--- config.mk ---
export PLATFORM = sky130hd
export DESIGN_NAME = kgn_queue
export DESIGN_NICKNAME = d
export VERILOG_FILES = /design/src/hw/rtl/kgn_pkg.sv /design/src/hw/rtl/kgn_queue.sv
export SDC_FILE = /design/constraint.sdc
export NUM_CORES = 1
export LEC_CHECK = 0
export BUFFER_PORTS_ARGS = -buffer_cell sky130_fd_sc_hd__buf_2
export CAP_MARGIN = 10
export CELL_PAD_IN_SITES_DETAIL_PLACEMENT = 1
export CELL_PAD_IN_SITES_GLOBAL_PLACEMENT = 2
export CORE_MARGIN = 2
export CORE_UTILIZATION = 30
export CTS_CLUSTER_SIZE = 10
export DETAILED_ROUTE_END_ITERATION = 7
export GPL_TIMING_DRIVEN = 0
export PLACE_DENSITY = 0.75
export SLEW_MARGIN = 20
export SYNTH_ARGS = -nofsm -noshare
export SYNTH_HDL_FRONTEND = slang
export SYNTH_SLANG_ARGS = --single-unit
--- constraint.sdc ---
create_clock -name clk -period 3.9 [get_ports clk]
set_input_delay 0.975 -clock clk [delete_from_list [all_inputs] [get_ports clk]]
set_output_delay 0.975 -clock clk [all_outputs]
set_load 0.01 [all_outputs]
--- src/hw/rtl/kgn_pkg.sv ---
// ----------------------------------------------------------------------------
// kgn_pkg
// shared types, constants and codes of the keypoint grid nms unit
// ----------------------------------------------------------------------------
package kgn_pkg;

  localparam int MAX_WIDTH       = 512;
  localparam int MAX_HEIGHT      = 512;
  localparam int MAX_RADIUS      = 8;
  localparam int CONF_BITS       = 16;
  localparam int COORD_W         = 9;
  localparam int DIM_W           = 10;
  localparam int RAD_W           = 4;
  localparam int CFG_IDX_W       = 2;
  localparam int CFG_DATA_W      = 16;
  localparam int DEF_MAX_POINTS  = 4096;

  localparam logic [DIM_W-1:0]     RST_WIDTH     = 10'd320;
  localparam logic [DIM_W-1:0]     RST_HEIGHT    = 10'd240;
  localparam logic [CONF_BITS-1:0] RST_THRESHOLD = 16'd1311;
  localparam logic [RAD_W-1:0]     RST_RADIUS    = 4'd3;

  typedef enum logic [CFG_IDX_W-1:0] {
    CFG_IMAGE_WIDTH     = 2'd0,
    CFG_IMAGE_HEIGHT    = 2'd1,
    CFG_CONF_THRESHOLD  = 2'd2,
    CFG_SUPPRESS_RADIUS = 2'd3
  } kgn_cfg_idx_t;

  typedef enum logic {
    OP_SAMPLE = 1'b0,
    OP_FETCH  = 1'b1
  } kgn_op_t;

  // one candidate record
  typedef struct packed {
    logic [CONF_BITS-1:0] conf;
    logic [COORD_W-1:0]   x;
    logic [COORD_W-1:0]   y;
  } kgn_rec_t;

  // one classified beat between front and back
  typedef struct packed {
    logic                 is_fetch;
    logic                 start;
    logic                 cand;
    logic                 last;
    kgn_rec_t             rec;
    logic [COORD_W-1:0]   wmax;
    logic [COORD_W-1:0]   hmax;
    logic [RAD_W-1:0]     rad;
  } kgn_entry_t;

  typedef struct packed {
    logic       full;
    logic       empty;
    logic [1:0] count;
  } kgn_q_stat_t;

  typedef enum logic [2:0] {
    ST_IDLE,
    ST_SORT_RD,
    ST_SORT_WR,
    ST_NMS_RD,
    ST_NMS_LATCH,
    ST_NMS_KRD,
    ST_NMS_KCHK,
    ST_NMS_KEEP
  } kgn_state_t;

endpackage

--- src/hw/rtl/kgn_queue.sv ---
// ----------------------------------------------------------------------------
// kgn_queue
// two-entry queue of classified beats between front and back
// ----------------------------------------------------------------------------
module kgn_queue (
  input  logic                 clk,
  input  logic                 rst_n,
  input  logic                 push,
  input  kgn_pkg::kgn_entry_t  push_entry,
  input  logic                 pop,
  output logic                 pop_valid,
  output kgn_pkg::kgn_entry_t  pop_entry,
  output kgn_pkg::kgn_q_stat_t stat
);

  kgn_pkg::kgn_entry_t slot_r [2];
  logic                wp_r, rp_r;
  logic [1:0]          cnt_r;

  assign stat.count = cnt_r;
  assign stat.full  = (cnt_r == 2'd2);
  assign stat.empty = (cnt_r == 2'd0);
  assign pop_valid  = !stat.empty;
  assign pop_entry  = slot_r[rp_r];

  always_ff @(posedge clk) begin
    if (push) slot_r[wp_r] <= push_entry;
  end

  always_ff @(posedge clk) begin
    if (!rst_n) begin
      wp_r  <= 1'b0;
      rp_r  <= 1'b0;
      cnt_r <= '0;
    end else begin
      if (push) wp_r <= !wp_r;
      if (pop)  rp_r <= !rp_r;
      cnt_r <= cnt_r + 2'(push) - 2'(pop);
    end
  end

endmodule

==> results_dict.tcl, run 1 <==
set metrics [dict create \
    rr_worst_depth 2 \
    layout-drive-gt1-share_pct 61.8 \
    endpoint "pop_entry[41]" \
    drc_errors 0 \
    cts_sinks 125 \
    cts_hold_buffers 0 \
    vias_in_the_first_global_route 2781 \
    cts_root_buffer "sky130_fd_sc_hd__clkbuf_16" \
    slew_hr_pct 68.6 \
    p_leak_uw 0.00260 \
    core.rowCount 46 \
    setup_violations 0 \
    edff_count_synth 120 \
    netlist-cell-type-count 13 \
    clock_skew_ns 0.00426 \
    initial_core_utilization_pct 30.6 \
    power_uw 3600 \
    clockBufferDepth 2 \
    min_period_ns 2.49 \
    io_pins 129 \
    synthDominantAreaCellType "sky130_fd_sc_hd__edfxtp_1" \
    worst_ep_required_time_ns 2.92 \
    crit_fanout 10 \
    maxSlewViolCount 0 \
    critPathKind "register to output port" \
    top_area_cells_in_the_synthesized_netlist "sky130_fd_sc_hd__edfxtp_1 74%, sky130_fd_sc_hd__mux2_4 19%, sky130_fd_sc_hd__buf_12 2.5%, sky130_fd_sc_hd__dfxtp_1 2.1%, sky130_fd_sc_hd__and2_1 0.51%" \
    synthesis.area_sq_mm 0.00487 \
    setup_total_negative_slack_ns 0 \
    avgViaCountPerCell 4.09 \
    max_slew.worst_pin.slew_ns 0.470 \
    grt_setup_unrepaired "false" \
    portBuffers 128 \
    worstSkewPairLatency_ns 0.40 \
    result_of_the_run "completed" \
    synth_commonest_cells "120 x sky130_fd_sc_hd__edfxtp_1, 60 x sky130_fd_sc_hd__mux2_4, 6 x sky130_fd_sc_hd__buf_12" \
    synth_largest_type_area_fraction_pct 74.0 \
    worstSetupEndpointType "output port" \
    core-area_sq_mm 0.0159 \
    synth_seq_cells 125 \
    avg_wl_per_cell_um 15.5 \
    synth-warning-count 0 \
    overflow 0 \
    class_of_the_tightest_hold_or_removal_check "register to register" \
    dpl.hpwl_mm 6.40 \
    number_of_antenna_violations_at_the_first_check_in_global_routing 1 \
    tritoncts "done" \
    cts_inserted_buffers 17 \
    ys_seq_area_share_pct 76.1 \
    postSynth.asyncResetShare_pct 0 \
    synth_fp_nets 275 \
    die_width_um 131 \
    drt_first_iter_violations 64 \
    n_fill_cell 1607 \
    postSynthAreaPerCell_sq_um 23.3 \
    syn-instance-count 209 \
    postCtsResizedCells 0 \
    r2r_start "wp_r" \
    clock_edge_transition_at_the_registers_on_the_reported_setup_and_hold_paths_ns 0.05 \
    max_cap_viols 0 \
    most_instantiated_library_cell_after_synthesis "sky130_fd_sc_hd__edfxtp_1" \
    power.ir.vdd_worst_mv 0.277 \
    worstSetupStartpointType "register" \
    dieArea_sq_mm 0.0173 \
    drtAntennaViolNets 0 \
    final-hold-violation-count 0 \
    timing.final.crit_share_pct 63.9 \
    place_congestion 0.648 \
    worst_hold_margin_ns 0.590 \
    die_y_um 131 \
    max_clk_rate_ghz 0.401 \
    r2r_end "slot_r[1][23]" \
    cts_post_setup_buffers_inserted 0 \
    grt_util_all_layers_pct 11.3 \
    syn_to_final_growth_pct 33.5 \
    critical_path_arrival_ns 1.52 \
    power_density_mw_per_mm2 553 \
    grt_pass1_wl_mm 14.6 \
    drt_wl_total_mm 9.12 \
    grt_start_max_net_pins 34 \
    ctsHtreeMaxLevel 4 \
    detail_route.first_pass.iterations 4 \
    number_of_nets_at_the_end_of_the_flow 426 \
    synth_top_flop_cell "sky130_fd_sc_hd__edfxtp_1" \
    reg2reg_slack_ns 2.45 \
    vias 2409 \
]
-- critical path: stages, from the launching register on --
cell                      delay [ns]
sky130_fd_sc_hd__dfxtp_1        0.32
sky130_fd_sc_hd__buf_6          0.18
sky130_fd_sc_hd__buf_12         0.17
sky130_fd_sc_hd__mux2_4         0.30
sky130_fd_sc_hd__buf_2          0.14
-- worst min-delay path by stage --
stage          from  endpoint  slack, ns  cells after the start
2_1_floorplan  rp_r  register       0.55                      2
3_3_place_gp   rp_r      rp_r       0.57                      2
3_5_place_dp   rp_r  register       0.57                      2
4_1_cts        rp_r  register       0.59                      2
5_1_grt        rp_r      rp_r       0.62                      2
6_report       rp_r      rp_r       0.59                      2
-- layout make-up --
type	instances	area [sq um]	share of cell area, %
sequential	125	3700	57.0
multi-input combinational	74	1030	15.9
timing repair buffer	132	743	11.4
clock buffer	19	433	6.66
tap	216	270	4.16
clock inverter	12	171	2.64
buffer	7	131	2.02
inverter	3	11.3	0.173
antenna	1	2.50	0.0385
-- registers in the layout (all words and copies together) (netlist names), named ones only --
register	flops
cnt_r	2
rp_r	1
slot_r	120
wp_r	1
-- cells by family (layout without fill, tap and decap cells) --
group                    after synthesis  after routing  synth area share, %
AO/OA/AOI/OAI                          1              1                0.154
multiplexers                          60             60                 18.5
buffers and inverters                 10            173                 2.93
other                                  0              1                    0
flip-flops                           125            125                 76.1
XOR/XNOR                               2              2                0.643
adder cells (fa/ha/maj)                2              2                0.514
AND/OR/NAND/NOR                        9              9                 1.16
-- stage by stage --
step	setup WS (ns)	util, %	cells	instance area, sq um
2_1_floorplan	0.899	-	209	4870
3_3_place_gp	-0.229	36.4	553	5780
3_5_place_dp	1.59	37.1	557	5890
4_1_cts	1.35	40.9	588	6490
5_1_grt	1.33	40.9	589	6500
6_report	1.41	40.9	589	6500
-- cells in the final DEF (no fill, tap or decap) --
cell type and instances:
sky130_fd_sc_hd__buf_2 128, sky130_fd_sc_hd__edfxtp_1 120, sky130_fd_sc_hd__mux2_4 60, sky130_fd_sc_hd__clkbuf_16 17, sky130_fd_sc_hd__buf_12 7, sky130_fd_sc_hd__dfxtp_1 5
sky130_fd_sc_hd__bufinv_16 4, sky130_fd_sc_hd__inv_1 3, sky130_fd_sc_hd__and2_1 3, sky130_fd_sc_hd__nor2b_1 3, sky130_fd_sc_hd__clkinv_2 3, sky130_fd_sc_hd__buf_16 3
sky130_fd_sc_hd__ha_1 2, sky130_fd_sc_hd__clkinvlp_4 2, sky130_fd_sc_hd__clkinv_4 2, sky130_fd_sc_hd__clkbuf_1 2, sky130_fd_sc_hd__diode_2 1, sky130_fd_sc_hd__or2_2 1
sky130_fd_sc_hd__buf_6 1, sky130_fd_sc_hd__nor2b_4 1, sky130_fd_sc_hd__xor2_1 1, sky130_fd_sc_hd__and2_4 1, sky130_fd_sc_hd__o21a_1 1, sky130_fd_sc_hd__xnor3_1 1
sky130_fd_sc_hd__clkinv_1 1
-- per-layer routing --
layer	up-vias	global-route usage [%]	wire [um]
li1	1125	-	-
met1	1195	11.9	3540
met2	78	19.7	4930
met3	11	4.32	463
met4	0	5.74	176
met5	-	0	0
-- power by group --
group / switching (uW) / internal (uW)
sequential: 22.0 / 1550
clock: 539 / 1060
combinational: 187 / 234
total: 748 / 2850
Note: power is estimated with default switching activity, not from simulation.
==> run 2, diff against run 1 <==
--- a/config.mk
+++ b/config.mk
@@ -14,7 +14,7 @@
 export CTS_CLUSTER_SIZE = 10
 export DETAILED_ROUTE_END_ITERATION = 7
 export GPL_TIMING_DRIVEN = 0
-export PLACE_DENSITY = 0.75
+export PLACE_DENSITY = 0.73
 export SLEW_MARGIN = 20
 export SYNTH_ARGS = -nofsm -noshare
 export SYNTH_HDL_FRONTEND = slang
==> constraint.sdc (replaced) <==
create_clock -name clk -period 2.5 [get_ports clk]
set_input_delay 0.625 -clock clk [delete_from_list [all_inputs] [get_ports clk]]
set_output_delay 0.625 -clock clk [all_outputs]
set_load 0.01 [all_outputs]
==> run 2 against run 1 <==
Net effect:
- routed wire length grew 0.87%
- worst hold slack got worse by 0.18 ns
- cell area decreased by 1.6%
- critical path depth is the same
- setup slack worse by 1.1 ns
- power up 49%
- first-iteration DRC count is 63% higher
- clock power rose by 42%
- via count rose by 0.37%
- largest power group is now sequential cells
- combinational power rose by 54%
- sequential power up 56%
==> results_dict.tcl, run 2 (synthesis results as in run 1) <==
set metrics [dict create \
    result_of_the_run "completed" \
    clock_skew_ns 0.00595 \
    grt_start_max_net_pins 36 \
    setup_total_negative_slack_ns 0 \
    layout.cells.most_common "sky130_fd_sc_hd__buf_2" \
    maxSlewViolCount 0 \
    grt_util_all_layers_pct 11.0 \
    number_of_nets_at_the_end_of_the_flow 425 \
    ctsHtreeMaxLevel 4 \
    portBuffers 128 \
    power.ir.vdd_worst_mv 0.376 \
    core.rowCount 46 \
    drt_first_iter_violations 104 \
    grt.busiest_layer "met2" \
    clkPwrFrac_pct 42.2 \
    grt_pass1_wl_mm 14.2 \
    n_antenna_cell 0 \
    cts_root_buffer "sky130_fd_sc_hd__clkbuf_16" \
    avgViaCountPerCell 4.11 \
    power_density_mw_per_mm2 840 \
    final-hold-violation-count 0 \
    dpl.hpwl_mm 6.46 \
    place_congestion 0.623 \
    worst_ep_required_time_ns 1.88 \
    setup_violations 0 \
    cts_inserted_buffers 17 \
    grt_setup_unrepaired "false" \
    setup_slack_ns 0.347 \
    critPathKind "register to output port" \
    critical_path_arrival_ns 1.53 \
    numPlacedInstances 556 \
    drt_wl_total_mm 9.20 \
    layout-drive-gt1-share_pct 60.5 \
    final_cell_mix "128 x sky130_fd_sc_hd__buf_2, 120 x sky130_fd_sc_hd__edfxtp_1, 60 x sky130_fd_sc_hd__mux2_4" \
    max_clk_rate_ghz 0.465 \
    pwr-share-seq_pct 45.8 \
    power_switching_uw 1140 \
    drc_errors 0 \
    groute.layer.met1.usage_pct 11.3 \
    cell_internal_pwr_uw 4230 \
    syn_to_final_growth_pct 31.3 \
    timing.final.crit_share_pct 86.1 \
    grt.met2_usage_pct 19.5 \
    top_register "slot_r" \
    layout.cells.non_filler 588 \
    die_y_um 131 \
    avg_wl_per_cell_um 15.6 \
    vias 2418 \
    grtUsageMet3_pct 4.86 \
    class_of_the_tightest_hold_or_removal_check "input pin to register" \
    p_leak_uw 0.00255 \
    power.combinational.fraction_pct 12.1 \
    cts_hold_buffers 0 \
    max_cap_viols 0 \
    die_width_um 131 \
    layout_top_registers "slot_r: 120 flops, cnt_r: 2 flops" \
    postCtsResizedCells 0 \
    worstSetupStartpointType "register" \
    initial_core_utilization_pct 30.6 \
    power.switching_fraction_pct 21.2 \
    io_pins 129 \
    dieArea_sq_mm 0.0173 \
    cts_sinks 125 \
    number_of_antenna_violations_at_the_first_check_in_global_routing 1 \
    crit_fanout 10 \
    drtAntennaViolNets 0 \
    detail_route.first_pass.iterations 4 \
    slew_hr_pct 61.7 \
    post-place-ws_ns 0.606 \
    worstSetupEndpointType "output port" \
    clock_edge_transition_at_the_registers_on_the_reported_setup_and_hold_paths_ns 0.05 \
    max_slew.worst_pin.slew_ns 0.573 \
    flip_flop_count_of_the_largest_register_all_copies_and_words_added 120 \
    core-area_sq_mm 0.0159 \
    tritoncts "done" \
    clockBufferDepth 2 \
    min_period_ns 2.15 \
    overflow 0 \
    cts_post_setup_buffers_inserted 0 \
    vias_in_the_first_global_route 2704 \
    worstSkewPairLatency_ns 0.40 \
]
run 2: cell types whose count changed in the layout (fill, tap and decap cells not counted), sizes merged:
cell	previous run	this run
bufinv	4	2
buf	139	138
clkinvlp	2	1
clkbuf	19	23
diode	1	0
run 2: final cells by class:
type	instances	area, sq um
inverters	3	11.3
fillers	1601	9490
repair buffers	131	701
multi-input cells	74	1030
well taps	216	270
clock buffers	23	448
flip-flops and latches	125	3700
plain buffers	7	131
clock inverters	9	95.1
run 2: final timing paths:
path	from	end	slack [ns]	depth (start not counted)
worst max register to register	cnt_r[0]	cnt_r[1]	1.04	6
worst max-delay path	register	pop_entry[54]	0.35	4
worst min register to register	rp_r	rp_r	0.59	2
worst min-delay path	push_entry[20]	slot_r[0][20]	0.41	1
run 2: layer usage:
layer | vias up | routed length, um | part of all wire [%]
met5 | - | 0 | 0
met4 | 0 | 151 | 1.6
met3 | 14 | 531 | 5.8
met2 | 75 | 4930 | 54
met1 | 1210 | 3580 | 39
li1 | 1119 | - | -
run 2: through the flow:
stage	power, uW	hold WS (ns)	area, sq um	util [%]
final	5370	0.408	6390	40.2
after global routing	5590	0.385	6390	40.2
after global placement	3130	0.568	5790	36.4
after floorplan	2900	0.555	4870	-
after detailed placement	3160	0.580	5850	36.8
after CTS	5460	0.388	6390	40.2
run 2: power groups by stage:
stage          sequential [uW]  combinational [uW]  clock [uW]
2_1_floorplan             2500                 407           0
3_3_place_gp              2500                 634           0
3_5_place_dp              2500                 663           0
4_1_cts                   2460                 665        2330
5_1_grt                   2470                 697        2420
6_report                  2460                 647        2270
run 2: critical path, stage by stage (launching register included):
cell and delay [ns]:
sky130_fd_sc_hd__dfxtp_1 0.32, sky130_fd_sc_hd__buf_6 0.19, sky130_fd_sc_hd__buf_12 0.17, sky130_fd_sc_hd__mux2_4 0.30, sky130_fd_sc_hd__buf_2 0.15
