`config.mk`:
```
export PLATFORM = sky130hd
export DESIGN_NAME = kgn_front
export DESIGN_NICKNAME = d
export VERILOG_FILES = /design/src/hw/rtl/kgn_pkg.sv /design/src/hw/rtl/kgn_front.sv
export SDC_FILE = /design/constraint.sdc
export NUM_CORES = 1
export LEC_CHECK = 0
export BUFFER_PORTS_ARGS = -buffer_cell sky130_fd_sc_hd__buf_2
export CORE_ASPECT_RATIO = 1.2
export CORE_UTILIZATION = 30
export DETAILED_ROUTE_END_ITERATION = 7
export PLACE_DENSITY = 0.48
export SKIP_CTS_REPAIR_TIMING = 1
export SLEW_MARGIN = 25
export SYNTH_ARGS = -nofsm -noshare
export SYNTH_HDL_FRONTEND = slang
export SYNTH_SLANG_ARGS = --single-unit
```
`constraint.sdc`:
```
create_clock -name clk -period 7.02 [get_ports clk]
set_clock_uncertainty 0.05 [all_clocks]
set_input_delay 2.106 -clock clk [delete_from_list [all_inputs] [get_ports clk]]
set_output_delay 2.106 -clock clk [all_outputs]
set_load 0.005 [all_outputs]
```
`src/hw/rtl/kgn_pkg.sv`:
```
// ----------------------------------------------------------------------------
// kgn_pkg
// shared types, constants and codes of the keypoint grid nms unit
// ----------------------------------------------------------------------------
package kgn_pkg;

  localparam int MAX_WIDTH       = 512;
  localparam int MAX_HEIGHT      = 512;
  localparam int MAX_RADIUS      = 8;
  localparam int CONF_BITS       = 16;
  localparam int COORD_W         = 9;
  localparam int DIM_W           = 10;
  localparam int RAD_W           = 4;
  localparam int CFG_IDX_W       = 2;
  localparam int CFG_DATA_W      = 16;
  localparam int DEF_MAX_POINTS  = 4096;

  localparam logic [DIM_W-1:0]     RST_WIDTH     = 10'd320;
  localparam logic [DIM_W-1:0]     RST_HEIGHT    = 10'd240;
  localparam logic [CONF_BITS-1:0] RST_THRESHOLD = 16'd1311;
  localparam logic [RAD_W-1:0]     RST_RADIUS    = 4'd3;

  typedef enum logic [CFG_IDX_W-1:0] {
    CFG_IMAGE_WIDTH     = 2'd0,
    CFG_IMAGE_HEIGHT    = 2'd1,
    CFG_CONF_THRESHOLD  = 2'd2,
    CFG_SUPPRESS_RADIUS = 2'd3
  } kgn_cfg_idx_t;

  typedef enum logic {
    OP_SAMPLE = 1'b0,
    OP_FETCH  = 1'b1
  } kgn_op_t;

  // one candidate record
  typedef struct packed {
    logic [CONF_BITS-1:0] conf;
    logic [COORD_W-1:0]   x;
    logic [COORD_W-1:0]   y;
  } kgn_rec_t;

  // one classified beat between front and back
  typedef struct packed {
    logic                 is_fetch;
    logic                 start;
    logic                 cand;
    logic                 last;
    kgn_rec_t             rec;
    logic [COORD_W-1:0]   wmax;
    logic [COORD_W-1:0]   hmax;
    logic [RAD_W-1:0]     rad;
  } kgn_entry_t;

  typedef struct packed {
    logic       full;
    logic       empty;
    logic [1:0] count;
  } kgn_q_stat_t;

  typedef enum logic [2:0] {
    ST_IDLE,
    ST_SORT_RD,
    ST_SORT_WR,
    ST_NMS_RD,
    ST_NMS_LATCH,
    ST_NMS_KRD,
    ST_NMS_KCHK,
    ST_NMS_KEEP
  } kgn_state_t;

endpackage

```
`src/hw/rtl/kgn_front.sv`:
```
// ----------------------------------------------------------------------------
// kgn_front
// config registers, raster position and threshold classification
// ----------------------------------------------------------------------------
module kgn_front (
  input  logic                          clk,
  input  logic                          rst_n,
  input  logic                          cfg_valid,
  output logic                          cfg_ready,
  input  logic [kgn_pkg::CFG_IDX_W-1:0]  cfg_index,
  input  logic [kgn_pkg::CFG_DATA_W-1:0] cfg_data,
  input  logic                          in_valid,
  output logic                          in_ready,
  input  logic                          in_op,
  input  logic [kgn_pkg::CONF_BITS-1:0] in_confidence,
  input  logic                          in_frame_last,
  input  kgn_pkg::kgn_q_stat_t          q_stat,
  output logic                          q_push,
  output kgn_pkg::kgn_entry_t           q_entry
);

  logic [kgn_pkg::DIM_W-1:0]     width_r, height_r;
  logic [kgn_pkg::CONF_BITS-1:0] thr_r;
  logic [kgn_pkg::RAD_W-1:0]     rad_r;
  logic [kgn_pkg::COORD_W-1:0]   col_r, row_r, col_nxt, row_nxt;
  logic                          open_r, open_nxt;

  logic [kgn_pkg::DIM_W-1:0]     w_eff, h_eff, col, row, col1, row1;
  logic [kgn_pkg::RAD_W-1:0]     rad_eff;
  logic                          acc_samp;

  assign cfg_ready = 1'b1;
  assign in_ready  = !q_stat.full;
  assign q_push    = in_valid && in_ready;
  assign acc_samp  = q_push && (in_op == kgn_pkg::OP_SAMPLE);

  always_ff @(posedge clk) begin
    if (!rst_n) begin
      width_r  <= kgn_pkg::RST_WIDTH;
      height_r <= kgn_pkg::RST_HEIGHT;
      thr_r    <= kgn_pkg::RST_THRESHOLD;
      rad_r    <= kgn_pkg::RST_RADIUS;
    end else if (cfg_valid && cfg_ready) begin
      unique case (kgn_pkg::kgn_cfg_idx_t'(cfg_index))
        kgn_pkg::CFG_IMAGE_WIDTH:     width_r  <= cfg_data[kgn_pkg::DIM_W-1:0];
        kgn_pkg::CFG_IMAGE_HEIGHT:    height_r <= cfg_data[kgn_pkg::DIM_W-1:0];
        kgn_pkg::CFG_CONF_THRESHOLD:  thr_r    <= cfg_data;
        kgn_pkg::CFG_SUPPRESS_RADIUS: rad_r    <= cfg_data[kgn_pkg::RAD_W-1:0];
      endcase
    end
  end

  // clamped sizes
  always_comb begin
    if (width_r == '0) w_eff = 10'd1;
    else if (width_r > 10'(kgn_pkg::MAX_WIDTH)) w_eff = 10'(kgn_pkg::MAX_WIDTH);
    else w_eff = width_r;
    if (height_r == '0) h_eff = 10'd1;
    else if (height_r > 10'(kgn_pkg::MAX_HEIGHT)) h_eff = 10'(kgn_pkg::MAX_HEIGHT);
    else h_eff = height_r;
    rad_eff = (rad_r > 4'(kgn_pkg::MAX_RADIUS)) ? 4'(kgn_pkg::MAX_RADIUS) : rad_r;
  end

  // raster position of this beat and of the next
  always_comb begin
    col  = ({1'b0, col_r} >= w_eff) ? '0 : {1'b0, col_r};
    row  = ({1'b0, row_r} >= h_eff) ? '0 : {1'b0, row_r};
    col1 = col + 10'd1;
    row1 = row + 10'd1;
    col_nxt  = col_r;
    row_nxt  = row_r;
    open_nxt = open_r;
    if (acc_samp) begin
      open_nxt = !in_frame_last;
      if (in_frame_last) begin
        col_nxt = '0;
        row_nxt = '0;
      end else if (col1 >= w_eff) begin
        col_nxt = '0;
        row_nxt = (row1 >= h_eff) ? '0 : row1[kgn_pkg::COORD_W-1:0];
      end else begin
        col_nxt = col1[kgn_pkg::COORD_W-1:0];
        row_nxt = row[kgn_pkg::COORD_W-1:0];
      end
    end
  end

  always_ff @(posedge clk) begin
    if (!rst_n) begin
      col_r  <= '0;
      row_r  <= '0;
      open_r <= 1'b0;
    end else begin
      col_r  <= col_nxt;
      row_r  <= row_nxt;
      open_r <= open_nxt;
    end
  end

  always_comb begin
    q_entry.is_fetch = (in_op == kgn_pkg::OP_FETCH);
    q_entry.start    = !open_r;
    q_entry.cand     = (in_confidence >= thr_r);
    q_entry.last     = in_frame_last;
    q_entry.rec.conf = in_confidence;
    q_entry.rec.x    = col[kgn_pkg::COORD_W-1:0];
    q_entry.rec.y    = row[kgn_pkg::COORD_W-1:0];
    q_entry.wmax     = 9'(w_eff - 10'd1);
    q_entry.hmax     = 9'(h_eff - 10'd1);
    q_entry.rad      = rad_eff;
  end

endmodule

```
==> flow_metrics.py, run 1 <==
metrics = {
    "timing": {
        "layout_setup_ws_ns": 1.09,
        "max_slew.worst_pin.slew_ns": 0.976,
        "fmax_ghz": 0.169,
        "max_slew_margin": 0.347,
        "finalSetupTns_ns": 0,
        "final_hold_fails": 0,
        "min_period_over_period": 0.845,
        "finalWorstPathRequiredPeriod_ns": 5.93,
        "unrepaired_setup_endpoints_after_global_routing": "false",
        "finalSetupViolCount": 0,
        "report.final.slew_viol_count": 0,
    },
    "detailed_routing": {
        "drtAntennaViolNets": 0,
        "routedWlPerCell_microns": 14.3,
        "postRouteWirelength_microns": 12500,
        "vias_per_cell": 4.95,
        "drc": 0,
        "vias": 4305,
        "number_of_detailed_routing_iterations_run_before_antenna_repair": 5,
        "dr.first_iter.drc_count": 213,
    },
    "synthesis": {
        "synth.distinct_cells": 66,
        "post_synthesis_net_count": 688,
        "synth-seq-area-share": 0.257,
        "post_synthesis_instance_area_sq_um": 4590,
        "synth_enable_flop_cells": 0,
        "synth-warning-count": 0,
        "synth_cells": 586,
        "async_reset_ff_frac": 0,
        "ys.flop_type": "sky130_fd_sc_hd__dfxtp_1",
        "ys_seq_elements": 59,
        "post_synth.cell_area_avg_sq_um": 7.83,
    },
    "critical_path": {
        "crit_path_end": "q_entry[57]",
        "crit-reg2reg-launch": "width_r[3]",
        "critPathMaxFanout": 3,
        "worst_ep_arrival_time_ns": 3.78,
        "r2r.worst_path.cells": 24,
        "cp-startpoint": "in_confidence[5]",
        "startpoint_type": "primary input",
        "r2r_slack_ns": 1.24,
        "critPathKind": "in2out",
        "crit_path_end_kind": "output pin",
        "timing.rr.end": "row_r[1]",
        "crit_required_ns": 4.86,
    },
    "layout": {
        "final_common_cell": "sky130_fd_sc_hd__buf_2",
        "final-seq-area_sq_um": 1180,
        "n_fill_cell": 1606,
        "multiInputGateArea_sq_um": 3020,
        "most-common-layout-cells": "sky130_fd_sc_hd__buf_2 (102), sky130_fd_sc_hd__nand2_1 (92), sky130_fd_sc_hd__dfxtp_1 (59), sky130_fd_sc_hd__ha_1 (58), sky130_fd_sc_hd__a21oi_1 (44)",
        "final-instance-count-excl-fill": 870,
        "fraction_of_layout_cells_with_a_size_suffix_above_1": 0.215,
        "number_of_diodes": 0,
        "synthToLayoutAreaGrowth_pct": 19.2,
        "design.final.nets": 763,
    },
    "cts": {
        "tritoncts": "done",
        "clk_transition_reported_paths_ns": 0.06,
        "clock_tree_buffer_depth": 2,
        "number_of_sinks_on_the_clock_net": 59,
        "clock_latency_on_the_worst_skew_pair_ns": 0.33,
        "numCtsBuffers": 9,
        "clk_root_buffer_cell": "sky130_fd_sc_hd__clkbuf_16",
        "htreeDepth": 3,
    },
    "power_and_ir_drop": {
        "power_per_cell_area_nw_per_um2": 180,
        "max-vdd-ir-drop_mv": 0.130,
        "leakage_nw": 2.49,
    },
    "global_routing": {
        "global_route.overflow_total": 0,
        "grt_antenna_before_repair": 0,
        "largest_net_degree_at_the_start_of_global_routing": 38,
        "vias_in_the_first_global_route": 4086,
        "grtUsageTotal": 0.164,
        "first_pass_grt_wire_length_microns": 20200,
    },
    "placed_design": {
        "dp_hpwl_microns": 9420,
        "portBuffers": 102,
        "post-place-cells": 854,
        "worst_slack_at_placement_ns": 1.03,
        "place.gp.congestion": 0.846,
    },
    "floorplanning": {
        "die_width_microns": 115,
        "rows": 49,
        "initial_utilization": 0.307,
        "floorplan.core_area_sq_um": 15000,
        "i_o_pins": 107,
        "die-area_sq_um": 15800,
        "die_extent_in_y_microns": 137,
    },
    "run": {
        "maxCapViolations": 0,
    },
    "outcome": {
        "outcome": "finished, final reports clean",
    },
    "worst_hold_path": {
        "hold_path_class": "reg2reg",
    },
}
power by group:
| part | internal (W) | total [W] | switching (W) |
|---|---|---|---|
| Clock | 0.000321 | 0.000498 | 0.000177 |
| Sequential | 0.000344 | 0.000354 | 0.00000932 |
| Combinational | 0.0000573 | 0.000133 | 0.0000754 |
through the flow:
| step | utilization | power (W) | hold slack, ns | area (sq um) |
|---|---|---|---|---|
| after floorplan | - | 0.000445 | 0.386 | 4590 |
| after global placement | 0.344 | 0.000492 | 0.396 | 5140 |
| after detailed placement | 0.344 | 0.000495 | 0.403 | 5140 |
| after CTS | 0.366 | 0.000994 | 0.411 | 5470 |
| after global routing | 0.366 | 0.00102 | 0.435 | 5470 |
| final | 0.366 | 0.000984 | 0.409 | 5470 |
kinds of logic after synthesis:
kind of cell	Yosys count	share of synthesized area
AOI/OAI and AO/OA	134	0.202
xor gates and xnor gates	14	0.0267
adders and majority gates	58	0.158
buffers and inverters	81	0.0856
DFF	59	0.257
muxes	13	0.0284
other	1	0.000817
and+or+nand+nor	226	0.241
how the worst min path moves through the flow:
stage | from | endpoint | slack, ns | cells past startpoint
after floorplan | thr_r[11] | thr_r[11] | 0.39 | 2
after global placement | thr_r[5] | thr_r[5] | 0.40 | 2
after detailed placement | thr_r[13] | thr_r[13] | 0.40 | 2
after CTS | thr_r[13] | thr_r[13] | 0.41 | 2
after global routing | thr_r[5] | thr_r[5] | 0.43 | 2
final | thr_r[15] | thr_r[15] | 0.41 | 2
critical path, cell delays in order:
cell,delay [ns]
sky130_fd_sc_hd__buf_2,0.11
sky130_fd_sc_hd__ha_1,0.32
sky130_fd_sc_hd__a2111o_1,0.38
sky130_fd_sc_hd__a31oi_1,0.13
sky130_fd_sc_hd__o21ai_0,0.12
sky130_fd_sc_hd__a221oi_1,0.34
sky130_fd_sc_hd__o21ai_0,0.13
sky130_fd_sc_hd__buf_2,0.14
synth_stat cells (7+ instances only):
cell | n | area (sq um)
sky130_fd_sc_hd__xnor2_1 | 8 | 70.1
sky130_fd_sc_hd__a22o_1 | 7 | 61.3
sky130_fd_sc_hd__buf_4 | 20 | 150
sky130_fd_sc_hd__nor3_1 | 14 | 70.1
sky130_fd_sc_hd__nor2_1 | 34 | 128
sky130_fd_sc_hd__nand3_1 | 21 | 105
sky130_fd_sc_hd__o21ai_0 | 15 | 75.1
sky130_fd_sc_hd__inv_1 | 37 | 139
sky130_fd_sc_hd__mux2i_1 | 13 | 130
sky130_fd_sc_hd__dfxtp_1 | 59 | 1180
sky130_fd_sc_hd__nand2_1 | 92 | 345
sky130_fd_sc_hd__clkbuf_1 | 15 | 56.3
sky130_fd_sc_hd__a21oi_1 | 44 | 220
sky130_fd_sc_hd__ha_1 | 58 | 726
sky130_fd_sc_hd__o211ai_1 | 13 | 97.6
sky130_fd_sc_hd__o21a_1 | 10 | 75.1
sky130_fd_sc_hd__and2_1 | 18 | 113
sky130_fd_sc_hd__nor2b_1 | 9 | 56.3
metal layers:
layer,vias to the layer above,global-route usage,share of wire
met1,1980,0.210,0.48
met5,-,0,0
met2,106,0.278,0.47
met3,13,0.0220,0.036
li1,2206,-,-
met4,0,0.0599,0.015
sequential cells by signal (all words and copies together) (netlist names):
register	flops
thr_r	16
height_r	10
width_r	10
col_r	9
row_r	9
rad_r	4
open_r	1
layout make-up:
cell class	instances	area share
multi-input combinational	446	0.552
inverter	39	0.0268
timing repair buffer	106	0.0988
clock buffer	10	0.0437
clock inverter	6	0.0162
sequential	59	0.216
tap	204	0.0467
(Power assumes the default switching activity.)
==> inputs of run 2 (changes only) <==
==> constraint.sdc (replaced) <==
create_clock -name clk -period 5.9 [get_ports clk]
set_clock_uncertainty 0.05 [all_clocks]
set_input_delay 1.77 -clock clk [delete_from_list [all_inputs] [get_ports clk]]
set_output_delay 1.77 -clock clk [all_outputs]
set_load 0.005 [all_outputs]
==> flow_metrics.py, run 2 (synthesized netlist as in run 1, its figures left out) <==
metrics = {
    "placed_design": {
        "place.gp.congestion": 0.821,
        "dp_hpwl_microns": 9460,
        "placement.cell_area_sq_um": 5160,
        "portBuffers": 102,
        "worst_slack_at_placement_ns": 0.378,
    },
    "floorplanning": {
        "rows": 49,
        "i_o_pins": 107,
        "floorplan.core_area_sq_um": 15000,
        "initial_utilization": 0.307,
        "die-area_sq_um": 15800,
        "die_width_microns": 115,
        "die_extent_in_y_microns": 137,
    },
    "cts": {
        "clk_root_buffer_cell": "sky130_fd_sc_hd__clkbuf_16",
        "clock_latency_on_the_worst_skew_pair_ns": 0.33,
        "clock_tree_buffer_depth": 2,
        "tritoncts": "done",
        "number_of_sinks_on_the_clock_net": 59,
        "clk_transition_reported_paths_ns": 0.05,
        "numCtsBuffers": 9,
        "htreeDepth": 3,
    },
    "power_and_ir_drop": {
        "leakage_nw": 2.50,
        "power_per_cell_area_nw_per_um2": 209,
        "max-vdd-ir-drop_mv": 0.129,
        "post-layout-total-power_w": 0.00115,
    },
    "global_routing": {
        "first_pass_grt_wire_length_microns": 20100,
        "global_route.overflow_total": 0,
        "grt_antenna_before_repair": 0,
        "grtUsageTotal": 0.162,
        "vias_in_the_first_global_route": 4030,
        "largest_net_degree_at_the_start_of_global_routing": 38,
    },
    "layout": {
        "fraction_of_layout_cells_with_a_size_suffix_above_1": 0.217,
        "number_of_diodes": 0,
        "largest_registers": "thr_r: 16 flops, height_r: 10 flops, width_r: 10 flops",
        "final_common_cell": "sky130_fd_sc_hd__buf_2",
        "largest-register": "thr_r",
        "most-common-layout-cells": "sky130_fd_sc_hd__buf_2 (102), sky130_fd_sc_hd__nand2_1 (92), sky130_fd_sc_hd__dfxtp_1 (59), sky130_fd_sc_hd__ha_1 (58), sky130_fd_sc_hd__a21oi_1 (44)",
        "post_route_standard_cell_area_excluding_fillers_sq_um": 5490,
        "synthToLayoutAreaGrowth_pct": 19.7,
        "largest_register_ff_count": 16,
        "design.final.nets": 765,
        "utilization": 0.367,
    },
    "timing": {
        "max_slew.worst_pin.slew_ns": 0.689,
        "max_slew_margin": 0.540,
        "finalSetupViolCount": 0,
        "layout_setup_ws_ns": 0.476,
        "unrepaired_setup_endpoints_after_global_routing": "false",
        "finalWorstPathRequiredPeriod_ns": 5.42,
        "fmax_ghz": 0.184,
        "min_period_over_period": 0.919,
        "report.final.slew_viol_count": 0,
        "final_hold_fails": 0,
        "finalSetupTns_ns": 0,
    },
    "detailed_routing": {
        "number_of_detailed_routing_iterations_run_before_antenna_repair": 4,
        "vias_per_cell": 4.97,
        "drc": 0,
        "drtAntennaViolNets": 0,
        "postRouteWirelength_microns": 12200,
        "dr.first_iter.drc_count": 184,
        "routedWlPerCell_microns": 14.0,
        "vias": 4338,
    },
    "outcome": {
        "outcome": "finished, final reports clean",
    },
    "critical_path": {
        "crit-reg2reg-launch": "width_r[3]",
        "startpoint_type": "flip-flop",
        "critPathMaxFanout": 7,
        "r2r.worst_path.cells": 22,
        "crit_path_end_kind": "flip-flop",
        "cp-startpoint": "width_r[3]",
        "crit_required_ns": 6.12,
        "timing.rr.end": "row_r[1]",
        "critPathKind": "reg2reg",
        "r2r_slack_ns": 0.48,
        "worst_ep_arrival_time_ns": 5.65,
    },
    "run": {
        "maxCapViolations": 0,
    },
    "worst_hold_path": {
        "hold_path_class": "reg2reg",
        "worst_hold_path.num_cells": 2,
        "endpoint_with_the_worst_hold_slack": "thr_r[14]",
        "hold_start": "thr_r[14]",
    },
}
-- run 2: stage by stage --
stage,hold WS [ns],cells
finish,0.408,872
global route,0.435,872
CTS,0.418,872
detailed placement,0.409,856
global placement,0.396,856
floorplan,0.386,586
-- run 2: worst max-delay path by stage --
stage                     slack (ns)        to  cells past startpoint
final                           0.48  row_r[1]                     22
after global placement          0.46  row_r[5]                     22
after CTS                       0.33  row_r[7]                     22
after detailed placement        0.38  row_r[1]                     22
after floorplan                 0.76  row_r[3]                     25
after global routing            0.04  row_r[5]                     22
-- run 2: metal layers --
metal	vias to the layer above	global-route usage	wire, microns
met1	2032	0.206	5720
met2	89	0.275	5900
met4	0	0.0649	208
met5	-	0	0
li1	2206	-	-
met3	11	0.0211	414
-- run 2: power by group --
part / switching, W / leakage (nW) / internal, W / total [W]
Combinational: 0.0000896 / 1.87 / 0.0000688 / 0.000158
Sequential: 0.0000112 / 0.479 / 0.000410 / 0.000421
Clock: 0.000196 / 0.153 / 0.000370 / 0.000566
-- run 2: layout make-up --
| cell class | count | area [sq um] |
|---|---|---|
| inverter | 39 | 146 |
| tap | 204 | 255 |
| multi-input combinational | 446 | 3030 |
| timing repair buffer | 108 | 556 |
| fill | 1610 | 9470 |
| sequential | 59 | 1180 |
| clock inverter | 6 | 90.1 |
| clock buffer | 10 | 229 |
-- run 2: worst max-delay path: stages, from the launching register on --
cell                       delay (ns)
sky130_fd_sc_hd__dfxtp_1         0.37
sky130_fd_sc_hd__or3_4           0.43
sky130_fd_sc_hd__nor4_4          0.32
sky130_fd_sc_hd__nor2_1          0.14
sky130_fd_sc_hd__nor2_1          0.25
sky130_fd_sc_hd__ha_1            0.27
sky130_fd_sc_hd__nand2b_1        0.13
sky130_fd_sc_hd__a211oi_1        0.23
sky130_fd_sc_hd__o21ai_1         0.17
sky130_fd_sc_hd__a21oi_2         0.24
sky130_fd_sc_hd__and2_1          0.21
sky130_fd_sc_hd__ha_1            0.22
sky130_fd_sc_hd__nand3_1         0.12
sky130_fd_sc_hd__or2_2           0.37
sky130_fd_sc_hd__xnor2_1         0.13
sky130_fd_sc_hd__and2_1          0.16
sky130_fd_sc_hd__ha_1            0.19
sky130_fd_sc_hd__nor3_1          0.18
sky130_fd_sc_hd__o21ai_0         0.14
sky130_fd_sc_hd__a41oi_2         0.25
sky130_fd_sc_hd__o21a_1          0.24
sky130_fd_sc_hd__a32o_1          0.35
sky130_fd_sc_hd__a22o_1          0.18
